**src/rtl/core/icymfe_pkg.sv**
```systemverilog
// ----------------------------------------------------------------------------
// icymfe_pkg
// Types and constants shared by the metadata field extractor modules.
// ----------------------------------------------------------------------------
package icymfe_pkg;

  typedef enum logic [1:0] {
    KIND_BYTE   = 2'd0,
    KIND_END    = 2'd1,
    KIND_STATUS = 2'd2
  } kind_e;

  typedef enum logic [1:0] {
    ST_OK         = 2'd0,
    ST_NO_EQUALS  = 2'd1,
    ST_NOT_QUOTED = 2'd2
  } status_e;

  localparam logic [7:0] CH_QUOTE = 8'h27;
  localparam logic [7:0] CH_EQ    = 8'h3d;
  localparam logic [7:0] CH_SEMI  = 8'h3b;
  localparam logic [7:0] CH_SPACE = 8'h20;
  localparam logic [7:0] CH_TAB   = 8'h09;

  localparam logic [3:0] TITLE_LEN = 4'd11;
  localparam logic [3:0] URL_LEN   = 4'd9;

  // result slots of one word, in output order
  localparam int unsigned SLOT_APOS  = 0;
  localparam int unsigned SLOT_BYTE  = 1;
  localparam int unsigned SLOT_TAIL  = 2;
  localparam int unsigned SLOT_END   = 3;
  localparam int unsigned SLOT_STAT  = 4;
  localparam int unsigned NUM_SLOTS  = 5;

  typedef struct packed {
    logic [NUM_SLOTS-1:0] slots;
    logic                 field;
    logic [7:0]           data;
    status_e              status;
  } bundle_t;

  function automatic logic [7:0] title_char(input logic [3:0] pos);
    logic [7:0] ch;
    case (pos)
      4'd0:    ch = 8'h53; // S
      4'd1:    ch = 8'h74; // t
      4'd2:    ch = 8'h72; // r
      4'd3:    ch = 8'h65; // e
      4'd4:    ch = 8'h61; // a
      4'd5:    ch = 8'h6d; // m
      4'd6:    ch = 8'h54; // T
      4'd7:    ch = 8'h69; // i
      4'd8:    ch = 8'h74; // t
      4'd9:    ch = 8'h6c; // l
      4'd10:   ch = 8'h65; // e
      default: ch = 8'h00;
    endcase
    return ch;
  endfunction

  function automatic logic [7:0] url_char(input logic [3:0] pos);
    logic [7:0] ch;
    case (pos)
      4'd0:    ch = 8'h53; // S
      4'd1:    ch = 8'h74; // t
      4'd2:    ch = 8'h72; // r
      4'd3:    ch = 8'h65; // e
      4'd4:    ch = 8'h61; // a
      4'd5:    ch = 8'h6d; // m
      4'd6:    ch = 8'h55; // U
      4'd7:    ch = 8'h52; // R
      4'd8:    ch = 8'h4c; // L
      default: ch = 8'h00;
    endcase
    return ch;
  endfunction

endpackage

```
**src/rtl/core/icy_metadata_field_extractor_unit.sv**
```systemverilog
// ----------------------------------------------------------------------------
// icy_metadata_field_extractor_unit
// Splits ICY metadata blocks into StreamTitle / StreamURL value results.
// ----------------------------------------------------------------------------
// One metadata byte is taken per cycle while full is low. The classifier
// updates its flags in that cycle and queues one word naming the one to
// four results the byte causes, if any; the sequencer drains the queue at
// one result per cycle while the output is empty or popped, so bytes keep
// flowing at one per cycle as long as they average at most one result
// each; full rises when QueueDepth words wait. An output register holds
// each result. Value bytes lag the input by one byte; a status result
// closes each block, and on a nonzero status the block's values are to be dropped.
module icy_metadata_field_extractor_unit #(
  parameter int unsigned QueueDepth = 4
) (
  input  logic                clk_i,
  input  logic                rst_ni,
  input  logic                push,
  output logic                full,
  input  logic [7:0]          in_byte_i,
  input  logic                block_end_i,
  output logic                empty,
  input  logic                pop,
  output logic [1:0]          item_kind_o,
  output logic                field_id_o,
  output logic [7:0]          out_byte_o,
  output logic [1:0]          status_o,
  output logic                last_result_o
);
  import icymfe_pkg::*;

  logic    accept;
  logic    bundle_valid;
  bundle_t bundle, head;
  logic    q_full, q_empty, q_pop;
  kind_e   kind;
  status_e status;

  assign full   = q_full;
  assign accept = push && !q_full;

  icymfe_front u_front (
    .clk_i          (clk_i),
    .rst_ni         (rst_ni),
    .accept_i       (accept),
    .in_byte_i      (in_byte_i),
    .block_end_i    (block_end_i),
    .bundle_valid_o (bundle_valid),
    .bundle_o       (bundle)
  );

  icymfe_fifo #(
    .Depth (QueueDepth)
  ) u_fifo (
    .clk_i     (clk_i),
    .rst_ni    (rst_ni),
    .wr_en_i   (bundle_valid),
    .wr_data_i (bundle),
    .rd_en_i   (q_pop),
    .rd_data_o (head),
    .full_o    (q_full),
    .empty_o   (q_empty)
  );

  icymfe_back u_back (
    .clk_i         (clk_i),
    .rst_ni        (rst_ni),
    .head_i        (head),
    .head_empty_i  (q_empty),
    .head_pop_o    (q_pop),
    .pop_i         (pop),
    .empty_o       (empty),
    .item_kind_o   (kind),
    .field_id_o    (field_id_o),
    .out_byte_o    (out_byte_o),
    .status_o      (status),
    .last_result_o (last_result_o)
  );

  assign item_kind_o = kind;
  assign status_o    = status;

`ifndef NO_ASSERTIONS
  a_queue_state: assert property (@(posedge clk_i) disable iff (!rst_ni)
    !(q_full && q_empty))
    else $error("queue full and empty at once");

  a_status_last: assert property (@(posedge clk_i) disable iff (!rst_ni)
    (!empty && kind == KIND_STATUS) |-> (last_result_o && !field_id_o))
    else $error("status result not last or carries a field");

  a_end_clean: assert property (@(posedge clk_i) disable iff (!rst_ni)
    (!empty && kind == KIND_END) |-> (out_byte_o == 8'h00 && status == ST_OK))
    else $error("end marker carries data");

  a_hold: assert property (@(posedge clk_i) disable iff (!rst_ni)
    (!empty && !pop) |=> (!empty && $stable(item_kind_o) && $stable(out_byte_o)))
    else $error("result changed while stalled");
`endif

endmodule

```
**src/rtl/core/icymfe_front.sv**
```systemverilog
// ----------------------------------------------------------------------------
// icymfe_front
// Byte classifier: quote tracking, key match, value hold-back and status.
// Emits a word for each byte that causes results, listing those results.
// ----------------------------------------------------------------------------
module icymfe_front (
  input  logic                clk_i,
  input  logic                rst_ni,
  input  logic                accept_i,
  input  logic [7:0]          in_byte_i,
  input  logic                block_end_i,
  output logic                bundle_valid_o,
  output icymfe_pkg::bundle_t bundle_o
);
  import icymfe_pkg::*;

  logic       quote_q, quote_d;
  logic       qmc_q, qmc_d;
  logic       eq_q, eq_d;
  logic [1:0] bae_q, bae_d;
  logic [3:0] kp_q, kp_d;
  logic [3:0] kf_q, kf_d;
  logic       hv_q, hv_d;
  logic [7:0] hb_q, hb_d;
  logic       pa_q, pa_d;
  status_e    err_q, err_d;
  bundle_t    bundle;

  always_comb begin
    logic [7:0] c;
    logic       qo, qmc, eq, hv, pa, outside, is_eq, is_semi, fin;
    logic [1:0] bae;
    logic [3:0] kp, kf;
    logic [7:0] hb, vbyte;
    status_e    err;
    logic [NUM_SLOTS-1:0] slots;

    c = in_byte_i;
    qo = quote_q; qmc = qmc_q; eq = eq_q; bae = bae_q; kp = kp_q; kf = kf_q;
    hv = hv_q; hb = hb_q; pa = pa_q; err = err_q;
    slots = '0; vbyte = 8'h00; fin = 1'b0;
    outside = 1'b0; is_eq = 1'b0; is_semi = 1'b0;

    if (err_q == ST_OK) begin
      outside = !quote_q;
      if (quote_q) begin
        if (qmc_q) begin
          qmc = 1'b0;
          if (c != CH_QUOTE) begin
            qo = 1'b0;
            outside = 1'b1;
          end
        end else if (c == CH_QUOTE) begin
          qmc = 1'b1;
        end
      end
      if (outside) begin
        if (c == CH_EQ && !eq_q) begin
          is_eq = 1'b1;
        end else if (c == CH_QUOTE) begin
          qo = 1'b1;
        end else if (c == CH_SEMI) begin
          is_semi = 1'b1;
        end
      end
      if (!is_semi) begin
        if (eq_q) begin
          if (bae_q == 2'd0) begin
            if (c != CH_QUOTE) err = ST_NOT_QUOTED;
          end else if (kf_q[1:0] != 2'b00) begin
            if (hv_q) begin
              if (hb_q == CH_QUOTE) begin
                if (pa_q) begin
                  slots[SLOT_BYTE] = 1'b1;
                  vbyte = CH_QUOTE;
                  pa = 1'b0;
                end else begin
                  pa = 1'b1;
                end
              end else begin
                slots[SLOT_APOS] = pa_q;
                slots[SLOT_BYTE] = 1'b1;
                vbyte = hb_q;
                pa = 1'b0;
              end
            end
            hb = c;
            hv = 1'b1;
          end
          if (bae_q != 2'd3) bae = bae_q + 2'd1;
        end else if (is_eq) begin
          eq = 1'b1;
          if (kp_q != TITLE_LEN) kf[0] = 1'b0;
          if (kp_q != URL_LEN) kf[1] = 1'b0;
        end else if (c == CH_SPACE || c == CH_TAB) begin
          if (kf_q[2]) kf[3] = 1'b1;
        end else begin
          if (kf_q[3]) kf[1:0] = 2'b00;
          kf[2] = 1'b1;
          if (!(kp_q < TITLE_LEN && c == title_char(kp_q))) kf[0] = 1'b0;
          if (!(kp_q < URL_LEN && c == url_char(kp_q))) kf[1] = 1'b0;
          if (kp_q != 4'd15) kp = kp_q + 4'd1;
        end
      end
      fin = is_semi || (block_end_i && err == ST_OK);
      if (fin) begin
        if (!eq) begin
          err = ST_NO_EQUALS;
        end else if (bae < 2'd2) begin
          err = ST_NOT_QUOTED;
        end else if (kf[1:0] != 2'b00) begin
          slots[SLOT_TAIL] = pa;
          slots[SLOT_END]  = 1'b1;
        end
      end
    end
    if (block_end_i) slots[SLOT_STAT] = 1'b1;

    bundle.slots  = slots;
    bundle.field  = kf[1];
    bundle.data   = vbyte;
    bundle.status = err;

    if (block_end_i || fin) begin
      quote_d = 1'b0; qmc_d = 1'b0; eq_d = 1'b0; bae_d = 2'd0; kp_d = 4'd0;
      kf_d = 4'b0011; hv_d = 1'b0; hb_d = 8'h00; pa_d = 1'b0;
      err_d = block_end_i ? ST_OK : err;
    end else begin
      quote_d = qo; qmc_d = qmc; eq_d = eq; bae_d = bae; kp_d = kp;
      kf_d = kf; hv_d = hv; hb_d = hb; pa_d = pa; err_d = err;
    end
  end

  always_ff @(posedge clk_i or negedge rst_ni) begin
    if (!rst_ni) begin
      quote_q <= 1'b0;
      qmc_q   <= 1'b0;
      eq_q    <= 1'b0;
      bae_q   <= 2'd0;
      kp_q    <= 4'd0;
      kf_q    <= 4'b0011;
      hv_q    <= 1'b0;
      hb_q    <= 8'h00;
      pa_q    <= 1'b0;
      err_q   <= ST_OK;
    end else if (accept_i) begin
      quote_q <= quote_d;
      qmc_q   <= qmc_d;
      eq_q    <= eq_d;
      bae_q   <= bae_d;
      kp_q    <= kp_d;
      kf_q    <= kf_d;
      hv_q    <= hv_d;
      hb_q    <= hb_d;
      pa_q    <= pa_d;
      err_q   <= err_d;
    end
  end

  assign bundle_valid_o = accept_i && (bundle.slots != '0);
  assign bundle_o       = bundle;

endmodule

```
**src/rtl/core/icymfe_fifo.sv**
```systemverilog
// ----------------------------------------------------------------------------
// icymfe_fifo
// Short word queue between the classifier and the result sequencer.
// ----------------------------------------------------------------------------
module icymfe_fifo #(
  parameter int unsigned Depth = 4
) (
  input  logic                clk_i,
  input  logic                rst_ni,
  input  logic                wr_en_i,
  input  icymfe_pkg::bundle_t wr_data_i,
  input  logic                rd_en_i,
  output icymfe_pkg::bundle_t rd_data_o,
  output logic                full_o,
  output logic                empty_o
);
  import icymfe_pkg::*;

  localparam int unsigned PtrW = (Depth > 1) ? $clog2(Depth) : 1;
  localparam int unsigned CntW = $clog2(Depth + 1);

  bundle_t           mem_q [Depth];
  logic [PtrW-1:0]   wr_ptr_q, rd_ptr_q;
  logic [CntW-1:0]   cnt_q;
  logic              do_wr, do_rd;

  assign full_o  = (cnt_q == CntW'(Depth));
  assign empty_o = (cnt_q == '0);
  assign do_wr   = wr_en_i && !full_o;
  assign do_rd   = rd_en_i && !empty_o;
  assign rd_data_o = mem_q[rd_ptr_q];

  always_ff @(posedge clk_i) begin
    if (do_wr) mem_q[wr_ptr_q] <= wr_data_i;
  end

  always_ff @(posedge clk_i or negedge rst_ni) begin
    if (!rst_ni) begin
      wr_ptr_q <= '0;
      rd_ptr_q <= '0;
      cnt_q    <= '0;
    end else begin
      if (do_wr) begin
        wr_ptr_q <= (wr_ptr_q == PtrW'(Depth - 1)) ? '0 : wr_ptr_q + PtrW'(1);
      end
      if (do_rd) begin
        rd_ptr_q <= (rd_ptr_q == PtrW'(Depth - 1)) ? '0 : rd_ptr_q + PtrW'(1);
      end
      if (do_wr && !do_rd) begin
        cnt_q <= cnt_q + CntW'(1);
      end else if (do_rd && !do_wr) begin
        cnt_q <= cnt_q - CntW'(1);
      end
    end
  end

endmodule

```
**src/rtl/core/icymfe_back.sv**
```systemverilog
// ----------------------------------------------------------------------------
// icymfe_back
// Result sequencer: walks the slots of the head word into the output register,
// one result per cycle while that register is empty or being popped.
// ----------------------------------------------------------------------------
module icymfe_back (
  input  logic                clk_i,
  input  logic                rst_ni,
  input  icymfe_pkg::bundle_t head_i,
  input  logic                head_empty_i,
  output logic                head_pop_o,
  input  logic                pop_i,
  output logic                empty_o,
  output icymfe_pkg::kind_e   item_kind_o,
  output logic                field_id_o,
  output logic [7:0]          out_byte_o,
  output icymfe_pkg::status_e status_o,
  output logic                last_result_o
);
  import icymfe_pkg::*;

  logic [NUM_SLOTS-1:0] done_q, rem, pick, left;
  logic                 out_valid_q;
  kind_e                kind_q, kind_d;
  logic                 field_q, field_d;
  logic [7:0]           byte_q, byte_d;
  status_e              status_q, status_d;
  logic                 last_q;
  logic                 load;

  assign rem  = head_i.slots & ~done_q;
  assign pick = rem & (~rem + NUM_SLOTS'(1));
  assign left = rem & ~pick;
  assign load = (!out_valid_q || pop_i) && !head_empty_i;
  assign head_pop_o = load && (left == '0);

  always_comb begin
    kind_d   = KIND_BYTE;
    field_d  = head_i.field;
    byte_d   = 8'h00;
    status_d = ST_OK;
    if (pick[SLOT_APOS] || pick[SLOT_TAIL]) begin
      byte_d = CH_QUOTE;
    end else if (pick[SLOT_BYTE]) begin
      byte_d = head_i.data;
    end else if (pick[SLOT_END]) begin
      kind_d = KIND_END;
    end else begin
      kind_d   = KIND_STATUS;
      field_d  = 1'b0;
      status_d = head_i.status;
    end
  end

  always_ff @(posedge clk_i or negedge rst_ni) begin
    if (!rst_ni) begin
      out_valid_q <= 1'b0;
      done_q      <= '0;
    end else begin
      if (load) begin
        out_valid_q <= 1'b1;
        done_q      <= (left == '0) ? '0 : (done_q | pick);
      end else if (pop_i) begin
        out_valid_q <= 1'b0;
      end
    end
  end

  always_ff @(posedge clk_i) begin
    if (load) begin
      kind_q   <= kind_d;
      field_q  <= field_d;
      byte_q   <= byte_d;
      status_q <= status_d;
      last_q   <= (left == '0);
    end
  end

  assign empty_o       = !out_valid_q;
  assign item_kind_o   = kind_q;
  assign field_id_o    = field_q;
  assign out_byte_o    = byte_q;
  assign status_o      = status_q;
  assign last_result_o = last_q;

endmodule
```
**config.mk**
```make
export PLATFORM = sky130hd
export DESIGN_NAME = icy_metadata_field_extractor_unit
export DESIGN_NICKNAME = d
export VERILOG_FILES = /design/src/rtl/core/icymfe_pkg.sv /design/src/rtl/core/icy_metadata_field_extractor_unit.sv /design/src/rtl/core/icymfe_front.sv /design/src/rtl/core/icymfe_fifo.sv /design/src/rtl/core/icymfe_back.sv
export SDC_FILE = /design/constraint.sdc
export NUM_CORES = 1
export LEC_CHECK = 0
export ABC_AREA = 1
export BUFFER_PORTS_ARGS = -buffer_cell sky130_fd_sc_hd__clkbuf_2
export CORE_MARGIN = 2
export CORE_UTILIZATION = 50
export CTS_BUF_LIST = sky130_fd_sc_hd__clkbuf_4
export CTS_CLUSTER_DIAMETER = 50
export DETAILED_ROUTE_END_ITERATION = 10
export GPL_TIMING_DRIVEN = 0
export PLACE_DENSITY = 0.67
export SYNTH_ARGS = -nofsm -noshare
export SYNTH_HDL_FRONTEND = slang
export SYNTH_SLANG_ARGS = --single-unit
```
**constraint.sdc**
```tcl
create_clock -name clk_i -period 4.1 [get_ports clk_i]
set_clock_uncertainty 0.2 [all_clocks]
set_input_delay 0.205 -clock clk_i [delete_from_list [all_inputs] [get_ports clk_i]]
set_output_delay 0.205 -clock clk_i [all_outputs]
set_load 0.005 [all_outputs]
```
==> reports/metrics.csv <==
stage;metric;value;unit
outcome;status;finished, final reports clean;
logic_synthesis;average cell area after synthesis;9.32;µm²
detailed_routing;Routed Antenna Nets;0;
timing;Fin Setup TNS;0;ns
clocking;CTS Sinks;116;
floorplanning;die area;12400;µm²
worst_hold_path;HP Class;input pin to async pin;
detailed_routing;# DRC;0;
placed_design;routability cong.;0.875;
timing;Rel. slew slack;0.284;
logic_synthesis;Top FF cell, synth;edfxtp_1;
timing;crit path time final;3.67;ns
timing;RSZ-0062 raised after global routing;false;
floorplanning;Initial Util;0.508;
placed_design;worst slack, placed;0.518;ns
floorplanning;DIE WIDTH;111;µm
power_and_ir_drop;Pwr Total;4.89;mW
logic_synthesis;number of synthesized flops with an enable pin;78;
logic_synthesis;post-synthesis cell area;5750;µm²
logic_synthesis;Yosys warning count;0;
power_and_ir_drop;P_leak;2.87;nW
detailed_routing;via count;4431;
floorplanning;Core ar.;11300;µm²
timing;Final Max Tran Viols;0;
placed_design;Final HPWL DP;8.82;mm
logic_synthesis;Synth area leaders;edfxtp_1 (41%), dfrtp_1 (16%), nand2_1 (7.4%);
final_layout;Ant. Diodes;0;
final_layout;Synth-to-Final Area Change;14.9;%
clocking;CTS tree;done;
global_route;number of global-route vias before repair;4318;
logic_synthesis;most common cell in the netlist;nand2_1;
logic_synthesis;Seq cells post-synth;116;
flow_run;max_cap viols;0;
clocking;H-Tree Depth;4;
setup_path;endpoint class of the critical path;flip-flop;
detailed_routing;First DRT Iteration DRCs;270;
setup_path;Startpoint Class;flip-flop;
setup_path;R2R depth;22;
floorplanning;Die Height;111;µm
clocking;CTS Buffer Depth;2;
final_layout;share of cells above drive strength 1;0.171;
logic_synthesis;Synth cell types;41;
timing;period utilization;0.894;
clocking;Worst-path clk slew;0.10;ns
global_route;first-pass GRT wire length;21.0;mm
final_layout;Final #Nets;706;
global_route;global route overflow;0;
setup_path;worst path required time;4.29;ns
clocking;Post-CTS Setup Repair Bufs;0;
clocking;root buffer cell;clkbuf_4;
detailed_routing;routed wire length per instance;15.1;µm
timing;Final Hold Fails;0;
power_and_ir_drop;VDD IR-drop max;376;µV
logic_synthesis;Syn Inst Count;617;
timing;final setup margin;0.433;ns
logic_synthesis;Yosys top cell by area;edfxtp_1;
timing;FMAX;273;MHz
setup_path;FF-to-FF Start;u_front.kp_q[0];
detailed_routing;vias per inst;5.31;
detailed_routing;WL final;12.6;mm
global_route;largest net degree at the start of global routing;39;
setup_path;Max FO, Critical Path;8;
logic_synthesis;register area share after synthesis;0.573;
clocking;total CTS buffers;17;
global_route;initial antenna violation count;0;
placed_design;Port Buffers;28;
logic_synthesis;Synth top area share;0.407;
clocking;latest clock arrival within the worst-skew pair;0.53;ns
logic_synthesis;ys async rst share;0.328;
floorplanning;I/O Pins;29;
logic_synthesis;Post-Syn Nets;643;
setup_path;worst setup path class;flip-flop to flip-flop;
setup_path;reg-to-reg slack, setup;0.43;ns
timing;Final setup viols;0;
floorplanning;FP Rows;39;
timing;Worst Max-Slew Pin Slew;1.07;ns
global_route;gr usage total;0.218;
setup_path;crit path DAT;3.86;ns
power_and_ir_drop;PD cells;739;nW/µm²
setup_path;Crit Reg-Reg Endpoint;u_fifo.cnt_q[2];
detailed_routing;drt first pass iters;5;
logic_synthesis;Synth top cells by count;nand2_1 (113), nor2_1 (96), edfxtp_1 (78), inv_1 (58), nand3_1 (41);
## kinds of logic (layout without fill, tap and decap cells)
group	after synthesis	after routing	share of synthesized area
simple gates	297	297	0.232
flops	116	116	0.573
compound gates	99	99	0.0968
buf+inv	88	163	0.0620
fa+ha+maj	13	13	0.0296
xor+xnor	3	3	0.00457
mux	1	1	0.00196
## layout by cell type, fill, tap and decap left out, types with 3 or more instances in the layout
| master | n |
|---|---|
| o21ai_1 | 14 |
| o22ai_1 | 11 |
| buf_2 | 4 |
| nor2_1 | 93 |
| nor2_4 | 3 |
| dfrtp_1 | 36 |
| inv_2 | 16 |
| nor2_2 | 4 |
| nand2_2 | 10 |
| o21ai_2 | 3 |
| buf_6 | 4 |
| o21ai_0 | 37 |
| bufinv_16 | 6 |
| a31oi_1 | 3 |
| a21oi_1 | 22 |
| clkbuf_4 | 19 |
| inv_1 | 58 |
| nand2_1 | 113 |
| edfxtp_1 | 78 |
| dlygate4sd3_1 | 12 |
| nand4_1 | 11 |
| nor3_1 | 12 |
| nand2_4 | 5 |
| ha_1 | 12 |
| clkbuf_2 | 28 |
| nand3_1 | 41 |
| clkinv_1 | 3 |
| clkbuf_1 | 5 |
## sequential cells by signal (all words and copies together) (netlist names), 2 cells and up
| name | count |
|---|---|
| u_back.done_q | 5 |
| u_back.item_kind_o | 2 |
| u_back.out_byte_o | 8 |
| u_back.status_o | 2 |
| u_fifo.cnt_q | 3 |
| u_fifo.mem_q | 64 |
| u_fifo.rd_ptr_q | 2 |
| u_fifo.wr_ptr_q | 2 |
| u_front.bae_q | 2 |
| u_front.err_q | 2 |
| u_front.hb_q | 8 |
| u_front.kf_q | 4 |
| u_front.kp_q | 4 |
## through the flow
stage          hold slack [ns]  area, µm²  std cells   util
2_1_floorplan           -0.291       5750        617      -
3_3_place_gp             0.201       6070        788  0.536
3_5_place_dp             0.215       6140        792  0.542
4_1_cts                  0.158       6610        835  0.584
5_1_grt                  0.261       6610        835  0.584
6_report                 0.209       6610        835  0.584
## worst max-delay path: stages, from the launching register on
cell     delay (ns)
dfrtp_1        0.45
inv_1          0.17
ha_1           0.40
nand2_1        0.07
nand3_1        0.15
nand2_1        0.07
nand2_1        0.06
nand2_1        0.05
nor2_1         0.12
nand3_1        0.09
nand3_1        0.12
nand2_1        0.06
nand2_1        0.07
nand2_2        0.08
nand2_2        0.11
nand2_4        0.09
inv_2          0.06
ha_1           0.13
inv_1          0.07
fa_1           0.44
a21oi_1        0.15
o21ai_0        0.13
xor2_1         0.18
## how the worst max path moves through the flow
| stage | from | endpoint | slack (ns) | cells after the start |
|---|---|---|---|---|
| finish | u_front.kp_q[0] | u_fifo.cnt_q[2] | 0.43 | 22 |
| global placement | u_fifo.cnt_q[1] | u_fifo.cnt_q[1] | 0.12 | 10 |
| CTS | u_front.kp_q[0] | u_fifo.cnt_q[2] | 0.43 | 22 |
| detailed placement | u_front.kp_q[0] | u_fifo.cnt_q[2] | 0.52 | 22 |
| floorplan | u_fifo.cnt_q[1] | u_fifo.cnt_q[1] | 0.89 | 10 |
| global route | u_front.kp_q[0] | u_fifo.cnt_q[2] | 0.09 | 22 |
## layer usage
layer / GRT usage / vias to the layer above / wire [µm]
met2: 0.363 / 135 / 6170
met1: 0.276 / 2069 / 5520
met3: 0.0448 / 23 / 651
met5: 0 / - / 0
li1: - / 2204 / -
met4: 0.100 / 0 / 278
## power by group
group / switching, mW / internal [mW] / total, mW
combinational: 1.39 / 0.679 / 2.07
sequential: 0.138 / 1.65 / 1.79
clock: 0.418 / 0.610 / 1.03
## final cells by class
type	count	area [µm²]
plain buffers	13	72.6
well taps	143	179
inverters	75	284
flip-flops and latches	116	3300
multi-input cells	413	2110
clock buffers	19	143
repair buffers	44	313
clock inverters	12	210
fillers	986	4710
## what timing repair did
action / in CTS / in global routing
hold buffers: 12 / 0
resized for setup: 0 / 0
hold endpoints to repair: 62 / 0
(Power assumes the default switching activity.)
